### config.mk
export PLATFORM = sky130hd
export DESIGN_NAME = api_frame_receive_deframer
export DESIGN_NICKNAME = d
export VERILOG_FILES = /design/src/hw/rtl/afrd_pkg.sv /design/src/hw/rtl/afrd_core.sv /design/src/hw/rtl/afrd_out_buf.sv /design/src/hw/rtl/api_frame_receive_deframer.sv
export SDC_FILE = /design/constraint.sdc
export NUM_CORES = 1
export LEC_CHECK = 0
export BUFFER_PORTS_ARGS = -buffer_cell sky130_fd_sc_hd__buf_2
export CAP_MARGIN = 20
export CORE_UTILIZATION = 50
export CTS_BUF_LIST = sky130_fd_sc_hd__clkbuf_4 sky130_fd_sc_hd__clkbuf_8 sky130_fd_sc_hd__clkbuf_16
export CTS_CLUSTER_DIAMETER = 50
export DETAILED_ROUTE_END_ITERATION = 6
export HOLD_SLACK_MARGIN = 0.12
export PLACE_DENSITY_LB_ADDON = 0.15
export SLEW_MARGIN = 10
export SYNTH_ARGS = -nofsm -noshare
export SYNTH_HDL_FRONTEND = slang
export SYNTH_HIERARCHICAL = 1
export SYNTH_SLANG_ARGS = --single-unit
### constraint.sdc
create_clock -name clk -period 11.2 [get_ports clk]
set_input_delay 1.12 -clock clk [delete_from_list [all_inputs] [get_ports clk]]
set_output_delay 1.12 -clock clk [all_outputs]
set_load 0.02 [all_outputs]
### src/hw/rtl/afrd_pkg.sv
package afrd_pkg;

  // Framing bytes and checksum base.
  localparam logic [7:0] DELIM    = 8'h7E;
  localparam logic [7:0] ESC_MARK = 8'h7D;
  localparam logic [7:0] ESC_XOR  = 8'h20;
  localparam logic [7:0] SUM_BASE = 8'hFF;

  // Receive phase, one-hot.
  typedef enum logic [4:0] {
    PH_HUNT   = 5'b00001,
    PH_LEN_HI = 5'b00010,
    PH_LEN_LO = 5'b00100,
    PH_DATA   = 5'b01000,
    PH_CHECK  = 5'b10000
  } phase_t;

  // Result kinds.
  typedef enum logic [1:0] {
    KIND_PAYLOAD = 2'd0,
    KIND_GOOD    = 2'd1,
    KIND_BAD     = 2'd2
  } kind_t;

  // One result word.
  typedef struct packed {
    kind_t       kind;
    logic [7:0]  data;
    logic        first;
    logic [15:0] len;
  } res_t;

  // Result push from the deframer core to the output buffer.
  typedef struct packed {
    logic valid;
    res_t res;
  } push_t;

endpackage

### src/hw/rtl/afrd_core.sv
module afrd_core (
  input  logic            clk,
  input  logic            rst_n,
  input  logic            cfg_escape,
  input  logic            in_accept,
  input  logic [7:0]      in_rx_byte,
  output afrd_pkg::push_t push
);

  afrd_pkg::phase_t phase_r, phase_nxt;
  logic             pend_r, pend_nxt;
  logic [15:0]      len_r, len_nxt;
  logic [15:0]      seen_r, seen_nxt;
  logic [7:0]       sum_r, sum_nxt;

  logic             pend;
  logic             use_byte;
  logic [7:0]       b;
  logic [15:0]      seen_inc;
  afrd_pkg::res_t   res;
  logic             emit;

  assign pend     = cfg_escape & pend_r;
  assign seen_inc = seen_r + 16'd1;

  // Unescape the raw byte and work out whether it reaches the phase logic.
  always_comb begin
    b        = in_rx_byte;
    use_byte = 1'b1;
    pend_nxt = pend;
    if (cfg_escape) begin
      if (pend) begin
        b        = in_rx_byte ^ afrd_pkg::ESC_XOR;
        pend_nxt = 1'b0;
      end else if (in_rx_byte == afrd_pkg::ESC_MARK) begin
        use_byte = 1'b0;
        pend_nxt = 1'b1;
      end
    end
    if (cfg_escape && in_rx_byte == afrd_pkg::DELIM) begin
      use_byte = 1'b0;
    end
  end

  // Phase sequencing and result formation for one word.
  always_comb begin
    phase_nxt = phase_r;
    len_nxt   = len_r;
    seen_nxt  = seen_r;
    sum_nxt   = sum_r;
    emit      = 1'b0;
    res.kind  = afrd_pkg::KIND_PAYLOAD;
    res.data  = b;
    res.first = 1'b0;
    res.len   = len_r;
    unique case (phase_r)
      afrd_pkg::PH_LEN_HI, afrd_pkg::PH_LEN_LO, afrd_pkg::PH_DATA,
      afrd_pkg::PH_CHECK: begin
        if (cfg_escape && in_rx_byte == afrd_pkg::DELIM) begin
          // With escaping on, a raw delimiter inside the frame restarts it.
          phase_nxt = afrd_pkg::PH_LEN_HI;
          len_nxt   = '0;
          seen_nxt  = '0;
          sum_nxt   = '0;
        end else if (use_byte) begin
          unique case (phase_r)
            afrd_pkg::PH_LEN_HI: begin
              len_nxt   = {b, 8'h00};
              phase_nxt = afrd_pkg::PH_LEN_LO;
            end
            afrd_pkg::PH_LEN_LO: begin
              len_nxt   = {len_r[15:8], b};
              seen_nxt  = '0;
              sum_nxt   = '0;
              phase_nxt = ({len_r[15:8], b} == 16'd0) ? afrd_pkg::PH_CHECK
                                                       : afrd_pkg::PH_DATA;
            end
            afrd_pkg::PH_DATA: begin
              emit      = 1'b1;
              res.first = (seen_r == 16'd0);
              sum_nxt   = sum_r + b;
              seen_nxt  = seen_inc;
              if (seen_inc >= len_r) begin
                phase_nxt = afrd_pkg::PH_CHECK;
              end
            end
            default: begin
              // Checksum byte: good when it equals the base minus the sum.
              emit      = 1'b1;
              res.kind  = (b == (afrd_pkg::SUM_BASE - sum_r)) ? afrd_pkg::KIND_GOOD
                                                              : afrd_pkg::KIND_BAD;
              phase_nxt = afrd_pkg::PH_HUNT;
              seen_nxt  = '0;
              sum_nxt   = '0;
            end
          endcase
        end
      end
      default: begin
        // Hunting, and any code without meaning: wait for a delimiter.
        if (in_rx_byte == afrd_pkg::DELIM) begin
          phase_nxt = afrd_pkg::PH_LEN_HI;
          len_nxt   = '0;
          seen_nxt  = '0;
          sum_nxt   = '0;
        end else begin
          phase_nxt = afrd_pkg::PH_HUNT;
        end
      end
    endcase
  end

  // The pending escape clears on a delimiter and at the checksum byte.
  logic pend_final;
  always_comb begin
    pend_final = pend_nxt;
    if (phase_r == afrd_pkg::PH_HUNT || !(phase_r == afrd_pkg::PH_LEN_HI ||
        phase_r == afrd_pkg::PH_LEN_LO || phase_r == afrd_pkg::PH_DATA ||
        phase_r == afrd_pkg::PH_CHECK)) begin
      pend_final = (in_rx_byte == afrd_pkg::DELIM) ? 1'b0 : pend;
    end else if (cfg_escape && in_rx_byte == afrd_pkg::DELIM) begin
      pend_final = 1'b0;
    end else if (emit && phase_r == afrd_pkg::PH_CHECK) begin
      pend_final = 1'b0;
    end
  end

  // State registers advance only on an accepted word.
  always_ff @(posedge clk) begin
    if (!rst_n) begin
      phase_r <= afrd_pkg::PH_HUNT;
      pend_r  <= 1'b0;
      len_r   <= '0;
      seen_r  <= '0;
      sum_r   <= '0;
    end else if (in_accept) begin
      phase_r <= phase_nxt;
      pend_r  <= pend_final;
      len_r   <= len_nxt;
      seen_r  <= seen_nxt;
      sum_r   <= sum_nxt;
    end
  end

  assign push.valid = in_accept & emit;
  assign push.res   = res;

  // Checks.
  a_phase_onehot: assert property (@(posedge clk) disable iff (!rst_n)
    $onehot(phase_r))
    else $error("phase register is not one-hot");

  a_payload_in_data: assert property (@(posedge clk) disable iff (!rst_n)
    (push.valid && push.res.kind == afrd_pkg::KIND_PAYLOAD) |->
      phase_r == afrd_pkg::PH_DATA)
    else $error("payload word emitted outside the data phase");

  a_check_to_hunt: assert property (@(posedge clk) disable iff (!rst_n)
    (in_accept && phase_r == afrd_pkg::PH_CHECK && !cfg_escape) |=>
      phase_r == afrd_pkg::PH_HUNT)
    else $error("checksum byte did not return to hunting");

endmodule

### src/hw/rtl/afrd_out_buf.sv
module afrd_out_buf (
  input  logic            clk,
  input  logic            rst_n,
  input  afrd_pkg::push_t push,
  output logic            can_push,
  output logic            out_valid,
  input  logic            out_ready,
  output afrd_pkg::res_t  head
);

  logic [1:0]     cnt_r, cnt_nxt;
  afrd_pkg::res_t e0_r, e0_nxt;
  afrd_pkg::res_t e1_r, e1_nxt;
  logic           pop;

  assign out_valid = (cnt_r != 2'd0);
  assign can_push  = (cnt_r != 2'd2);
  assign pop       = out_valid & out_ready;
  assign head      = e0_r;

  // Two-entry queue: head register plus a skid entry behind it.
  always_comb begin
    e0_nxt  = e0_r;
    e1_nxt  = e1_r;
    cnt_nxt = cnt_r + {1'b0, push.valid} - {1'b0, pop};
    if (pop) begin
      e0_nxt = e1_r;
    end
    if (push.valid) begin
      if ((cnt_r - {1'b0, pop}) == 2'd0) begin
        e0_nxt = push.res;
      end else begin
        e1_nxt = push.res;
      end
    end
  end

  always_ff @(posedge clk) begin
    if (!rst_n) begin
      cnt_r <= 2'd0;
    end else begin
      cnt_r <= cnt_nxt;
    end
  end

  always_ff @(posedge clk) begin
    e0_r <= e0_nxt;
    e1_r <= e1_nxt;
  end

  // Checks.
  a_cnt_range: assert property (@(posedge clk) disable iff (!rst_n)
    cnt_r != 2'd3)
    else $error("output queue count out of range");

  a_no_overflow: assert property (@(posedge clk) disable iff (!rst_n)
    push.valid |-> can_push)
    else $error("push into a full output queue");

  a_head_holds: assert property (@(posedge clk) disable iff (!rst_n)
    (out_valid && !out_ready) |=> $stable(e0_r))
    else $error("stalled head word changed");

endmodule

### src/hw/rtl/api_frame_receive_deframer.sv
// Channel  | Handshake            | Payload
// ---------+----------------------+--------------------------------------------
// in       | in_valid / in_ready  | in_rx_byte[7:0]
// out      | out_valid / out_ready| out_kind[1:0], out_out_byte[7:0],
//          |                      | out_first_of_frame, out_frame_length[15:0]
// cfg      | cfg_wr_en            | cfg_wr_data (escape enable)
//
// One received byte is taken per cycle while in_ready is high; a result word is
// registered into the output queue. Rate is set by the phase update of the
// deframer state registers. A two-entry output queue lets input continue while
// one result waits; in_ready drops only when both entries are held.
// Synchronous active-low reset returns the deframer to hunting, escaping off.
module api_frame_receive_deframer (
  input  logic        clk,
  input  logic        rst_n,
  input  logic        cfg_wr_en,
  input  logic        cfg_wr_data,
  input  logic        in_valid,
  output logic        in_ready,
  input  logic [7:0]  in_rx_byte,
  output logic        out_valid,
  input  logic        out_ready,
  output logic [1:0]  out_kind,
  output logic [7:0]  out_out_byte,
  output logic        out_first_of_frame,
  output logic [15:0] out_frame_length
);

  logic            escape_r;
  logic            in_accept;
  afrd_pkg::push_t push;
  afrd_pkg::res_t  head;

  // Configuration register.
  always_ff @(posedge clk) begin
    if (!rst_n) begin
      escape_r <= 1'b0;
    end else if (cfg_wr_en) begin
      escape_r <= cfg_wr_data;
    end
  end

  assign in_accept = in_valid & in_ready;

  afrd_core u_core (
    .clk        (clk),
    .rst_n      (rst_n),
    .cfg_escape (escape_r),
    .in_accept  (in_accept),
    .in_rx_byte (in_rx_byte),
    .push       (push)
  );

  afrd_out_buf u_out_buf (
    .clk       (clk),
    .rst_n     (rst_n),
    .push      (push),
    .can_push  (in_ready),
    .out_valid (out_valid),
    .out_ready (out_ready),
    .head      (head)
  );

  assign out_kind           = head.kind;
  assign out_out_byte       = head.data;
  assign out_first_of_frame = head.first;
  assign out_frame_length   = head.len;

endmodule
# ---- Word level (Yosys, flattened, before mapping)
# Cells that the tools add are included.
# W data, S select, Z words.
dict set report totals {
  reg_bits 103
  output_inout_bits 29
  word_cells 114
}
dict set report op_classes {
  n_addsub 6
  order_cmp 1
  n_eq_ne 15
  muxes 50
  n_bitwise 6
  reduce_logical 20
}
# op n
set op_table {}
lappend op_table {{$mux W16} 7}
lappend op_table {{$mux W27} 3}
lappend op_table {{$pmux W16 S2} 2}
lappend op_table {{$logic_not A16 Y1} 2}
lappend op_table {{$mux W8} 4}
lappend op_table {{$mux W5} 5}
lappend op_table {{$mux W1} 19}
lappend op_table {{$add A16 B1 Y16 const B} 1}
lappend op_table {{$eq A8 B7 Y1 const B} 2}
lappend op_table {{$ge A16 B16 Y1} 1}
lappend op_table {{$pmux W8 S2} 1}
lappend op_table {{$pmux W5 S3} 1}
lappend op_table {{$mux W2} 6}
lappend op_table {{$mux W6} 2}
lappend op_table {{$add A8 B8 Y8} 1}
lappend op_table {{$eq A8 B8 Y1} 1}
lappend op_table {{$reduce_and A4 Y1} 2}
lappend op_table {{$sub A8 B8 Y8 const A} 1}
lappend op_table {{$ne A3 B1 Y1 const B} 2}
lappend op_table {{$ne A3 B2 Y1 const B} 2}
lappend op_table {{$eq A5 B1 Y1 const B} 1}
lappend op_table {{$eq A5 B2 Y1 const B} 1}
lappend op_table {{$eq A5 B3 Y1 const B} 1}
lappend op_table {{$eq A5 B4 Y1 const B} 1}
lappend op_table {{other kinds (19)} 29}

# ---- Logic depth before layout (Yosys ltp)
dict set report depth {
  ltp_word 12
  depth_mapped 14
  depth_no_buf 12
}

# ---- Modules after synthesis
# The synthesis kept the hierarchy.
# mod n_inst cells_each area_each_um2
set modules_own_cells {}
lappend modules_own_cells {afrd_core 1 376 3189.3}
lappend modules_own_cells {afrd_out_buf 1 130 2302.2}
lappend modules_own_cells {api_frame_receive_deframer 1 4 42.5}

# ---- Least setup slack after synthesis
# No wires, ideal clock.
dict set report synth_path {
  path_kind {input port to flip-flop}
  start {input in_rx_byte[5]}
  end {register u_out_buf/e1_r[0] in the netlist's numbering, enable pin}
  setup_ns 0.453
  arrival_time_ns 3.733
  path_slack_ns 7.015
  path_stages 4
  n_path_buf 0
  path_cell_list {nand2_1 -> a211oi_1 -> and4b_1 -> a21boi_0}
}
# item line
set synth_lines {}
lappend synth_lines {{from (decl)} api_frame_receive_deframer.sv:20} ;# input logic [7:0] in_rx_byte,
lappend synth_lines {{to (signal assigned)} afrd_out_buf.sv:48} ;# e1_r <= e1_nxt;
lappend synth_lines {{to (decl)} afrd_out_buf.sv:13} ;# afrd_pkg::res_t e1_r, e1_nxt;

# ---- Worst setup path in the final report
dict set report layout_path {
  start {register u_core.seen_r[3]}
  end {register u_core.phase_r[4]}
}
dict set report layout_between {
  elab_chain_len 4
}
# item line
set layout_rtl {}
lappend layout_rtl {{from (decl)} afrd_core.sv:13} ;# logic [15:0] seen_r, seen_nxt;
lappend layout_rtl {{from (signal assigned)} afrd_core.sv:140} ;# seen_r <= seen_nxt;
lappend layout_rtl {{$add A16 B1 Y16} afrd_core.sv:24} ;# assign seen_inc = seen_r + 16'd1;
lappend layout_rtl {{$ge A16 B16 Y1} afrd_core.sv:83} ;# if (seen_inc >= len_r) begin
lappend layout_rtl {{$ne A4 B2 Y1 (no line)} n/a}
lappend layout_rtl {{$reduce_and A3 Y1 (no line)} n/a}
lappend layout_rtl {{to (signal assigned)} afrd_core.sv:131} ;# phase_r <= afrd_pkg::PH_HUNT;
lappend layout_rtl {{to (signal assigned)} afrd_core.sv:137} ;# phase_r <= phase_nxt;
lappend layout_rtl {{to (decl)} afrd_core.sv:10} ;# afrd_pkg::phase_t phase_r, phase_nxt;
# Every way passes these cells.
# A chain may end at the register's enable or synchronous reset.

==> run metrics <==
Setup-failing EPs final 0; Synth Instances 510; Comb power frac 6.6%; outcome complete, no violations; Die Footprint between 0.01 and 0.015 mm2; Post-Syn Area 0.00553 mm2; total power after layout 0.671 mW; hpwl dp 8870 um; critical path, cell by cell and4_1, nand4_1, nor2_1, xor2_1, ha_1, a211oi_1, nor2_1, or4_4, or4_4, and2_4, o211a_1; sw power 0.160 mW; min-delay src u_core/len_r[7]; synthesis-stage register bit count 103; Peak Freq 296 MHz; Peak VDD IR roughly 92 uV; Tightest Pin Transition 929 ps; register area 0.00233 mm2; worst rel slew slack between 30% and 40%; Syn. warnings 6; Critical Path Max Stage Delay around 540 ps; EDFF count, synth 27; Worst Hold Class reg -> reg; Synth Net Count 551; Setup Fix Bufs, Post-CTS 0; initial DRC count 289; post-layout instance area 0.00598 mm2; area grow syn2layout 8.00%; RSZ-0062 raised after global routing no; Worst EP arrival 3660 ps; GR Util All Layers 22.5%; Die W between 100 and 150 um; sequential share of the synthesized area 42.1%; leading cell types by count after synthesis 76 x dfxtp_1, 40 x mux2_4, 33 x nand2_1; final worst path period need 3380 ps; post-place setup slack 7600 ps; layout cells sized above 1 roughly a quarter; clk_lat worst skew 380 ps; Fillers between 900 and 1000; gr ovfl total 0; critical path peak fanout 8; Residual DRC 0; hold path depth 0; Buf/Inv on CP 0; worst r2r dst u_core/phase_r[4]; R2R cell count 11; Reg power frac 57.8%; Sink Count between 100 and 150; Synth cell types 76; R2R Setup Slk 7820 ps; switching part of the total power approximately a quarter; Root Buffer clkbuf_8; synthesized area per cell 10.9 um2; WHS Endpoint u_out_buf/e1_r[7]; Top Ports 43; initial core utilization 51.3%; leading area contributor after synthesis dfxtp_1; Int Power roughly 0.5 mW; clock power share 35.6%; port buffer count 42; initial antenna violation count 0; Placeable Area 0.0108 mm2; largest net degree at the start of global routing 42; vias in the first global route 3798; synth top area cells dfxtp_1 27%, edfxtp_1 15%, mux2_4 11%, ha_1 5.9%, a22o_1 3.2%; Critical Path Start Type register; global-route wire length before repair about 20000 um; Synth Flop Type dfxtp_1; final worst slack 7820 ps; hold slack 512 ps; RR Startpoint u_core/seen_r[3]; Multi-input gate area 0.00294 mm2; max cap viols 0; ANT cells 0; area share of the largest cell type after synthesis 27.5%; chip height roughly 110 um; Site Rows 38; async set or reset register ratio after synthesis 0%; CTS buffer count 9; setup tns final 0 ps; crit end category register; wire per inst 17.8 um; nets 580; CP max-delay cell or4_4; worst-case clock buffer depth 2; Clock Skew 11.5 ps; Top delay family on crit path simple AND/OR/NAND/NOR gates; Leak 2.54 nW; vias approximately 4000; H-tree levels 3; Final Hold Violating Endpoints 0; cts repair resizes 0; fin crit share 30.2%; TritonRoute pass-1 iters 5; Routed Antenna Nets 0; Hold Buf Count CTS 0; Crit Path Category reg -> reg; Final Wtd Congestion 0.854; detail-routed via count per cell around 5.8; CTS tree yes; CP Data Required Time about 11000 ps; most frequent cell after synthesis dfxtp_1; PwrDens 112 mW/mm2; dpl cell area slightly below 0.006 mm2; Total Wirelength 12200 um; clock slew at reported path FFs 100 ps; Max Transition Viols Final 0
## per-layer routing
metal	part of all wire, %	up-vias	routed length (um)	GRT usage, %
met5	0	-	0	0
met2	47	103	5760	36.8
li1	-	1933	-	-
met3	4.0	15	490	4.74
met4	1.5	0	180	7.53
met1	47	1907	5720	29.6
## layout make-up
type | count | area share, %
multi-input cells | 353 | 49.1
inverters | 28 | 1.76
clock buffers | 9 | 2.07
clock inverters | 7 | 1.32
flip-flops and latches | 103 | 39.0
well taps | 140 | 2.93
repair buffers | 44 | 3.77
## cell families (layout without fill, tap and decap cells)
group | count (synthesis) | count (layout) | synth area share, %
AND/OR/NAND/NOR | 158 | 158 | 17.1
flip-flops | 103 | 103 | 42.1
AO/OA/AOI/OAI | 90 | 90 | 12.0
multiplexers | 60 | 60 | 14.8
buffers and inverters | 54 | 88 | 4.86
adder cells (fa/ha/maj) | 27 | 27 | 6.24
XOR/XNOR | 18 | 18 | 2.85
## through the flow
stage / util [%] / std cells
final: 55.4 / 684
after global routing: 55.4 / 684
after detailed placement: 53.5 / 668
after CTS: 55.4 / 684
after floorplan: - / 510
after global placement: 53.5 / 668
## power by group through the flow
stage                     Sequential, mW  Combinational (mW)  Clock, mW
after floorplan                    0.401              0.0267          0
after global routing               0.389              0.0475      0.263
after detailed placement           0.397              0.0437          0
final                              0.388              0.0441      0.239
after global placement             0.396              0.0430          0
after CTS                          0.388              0.0440      0.247
## flip-flops by register name (all words and copies together), names as in the netlist
signal	flops
escape_r	1
u_core/len_r	16
u_core/pend_r	1
u_core/phase_r	5
u_core/seen_r	16
u_core/sum_r	8
u_out_buf/cnt_r	2
u_out_buf/e1_r	27
u_out_buf/head	27
## worst max-delay path by stage
| stage | from | endpoint | slack, ps | cells past startpoint |
|---|---|---|---|---|
| 6_report | u_core/seen_r[3] | u_core/phase_r[4] | 7820 | 11 |
| 5_1_grt | u_core/seen_r[2] | u_core/phase_r[2] | 7600 | 11 |
| 4_1_cts | u_core/seen_r[3] | u_core/phase_r[4] | 7820 | 11 |
| 3_5_place_dp | in_rx_byte[0] | u_out_buf/head[26] | 7600 | 6 |
| 3_3_place_gp | in_rx_byte[0] | u_out_buf/head[26] | 7660 | 6 |
| 2_1_floorplan | in_rx_byte[5] | u_out_buf/e1_r[0] | 7010 | 4 |
## layout by cell type, fill, tap and decap left out, types with 10 or more instances in the layout
cell and n:
dfxtp_1 76, buf_2 42, mux2_4 40, nand2_1 33, inv_1 27, edfxtp_1 27
ha_1 26, o21ai_0 25, nor2_1 20, a22o_1 20, nand3_1 16, xnor2_1 15
mux2_2 15, nand4_1 14, a21oi_1 10
(Power assumes the default switching activity.)
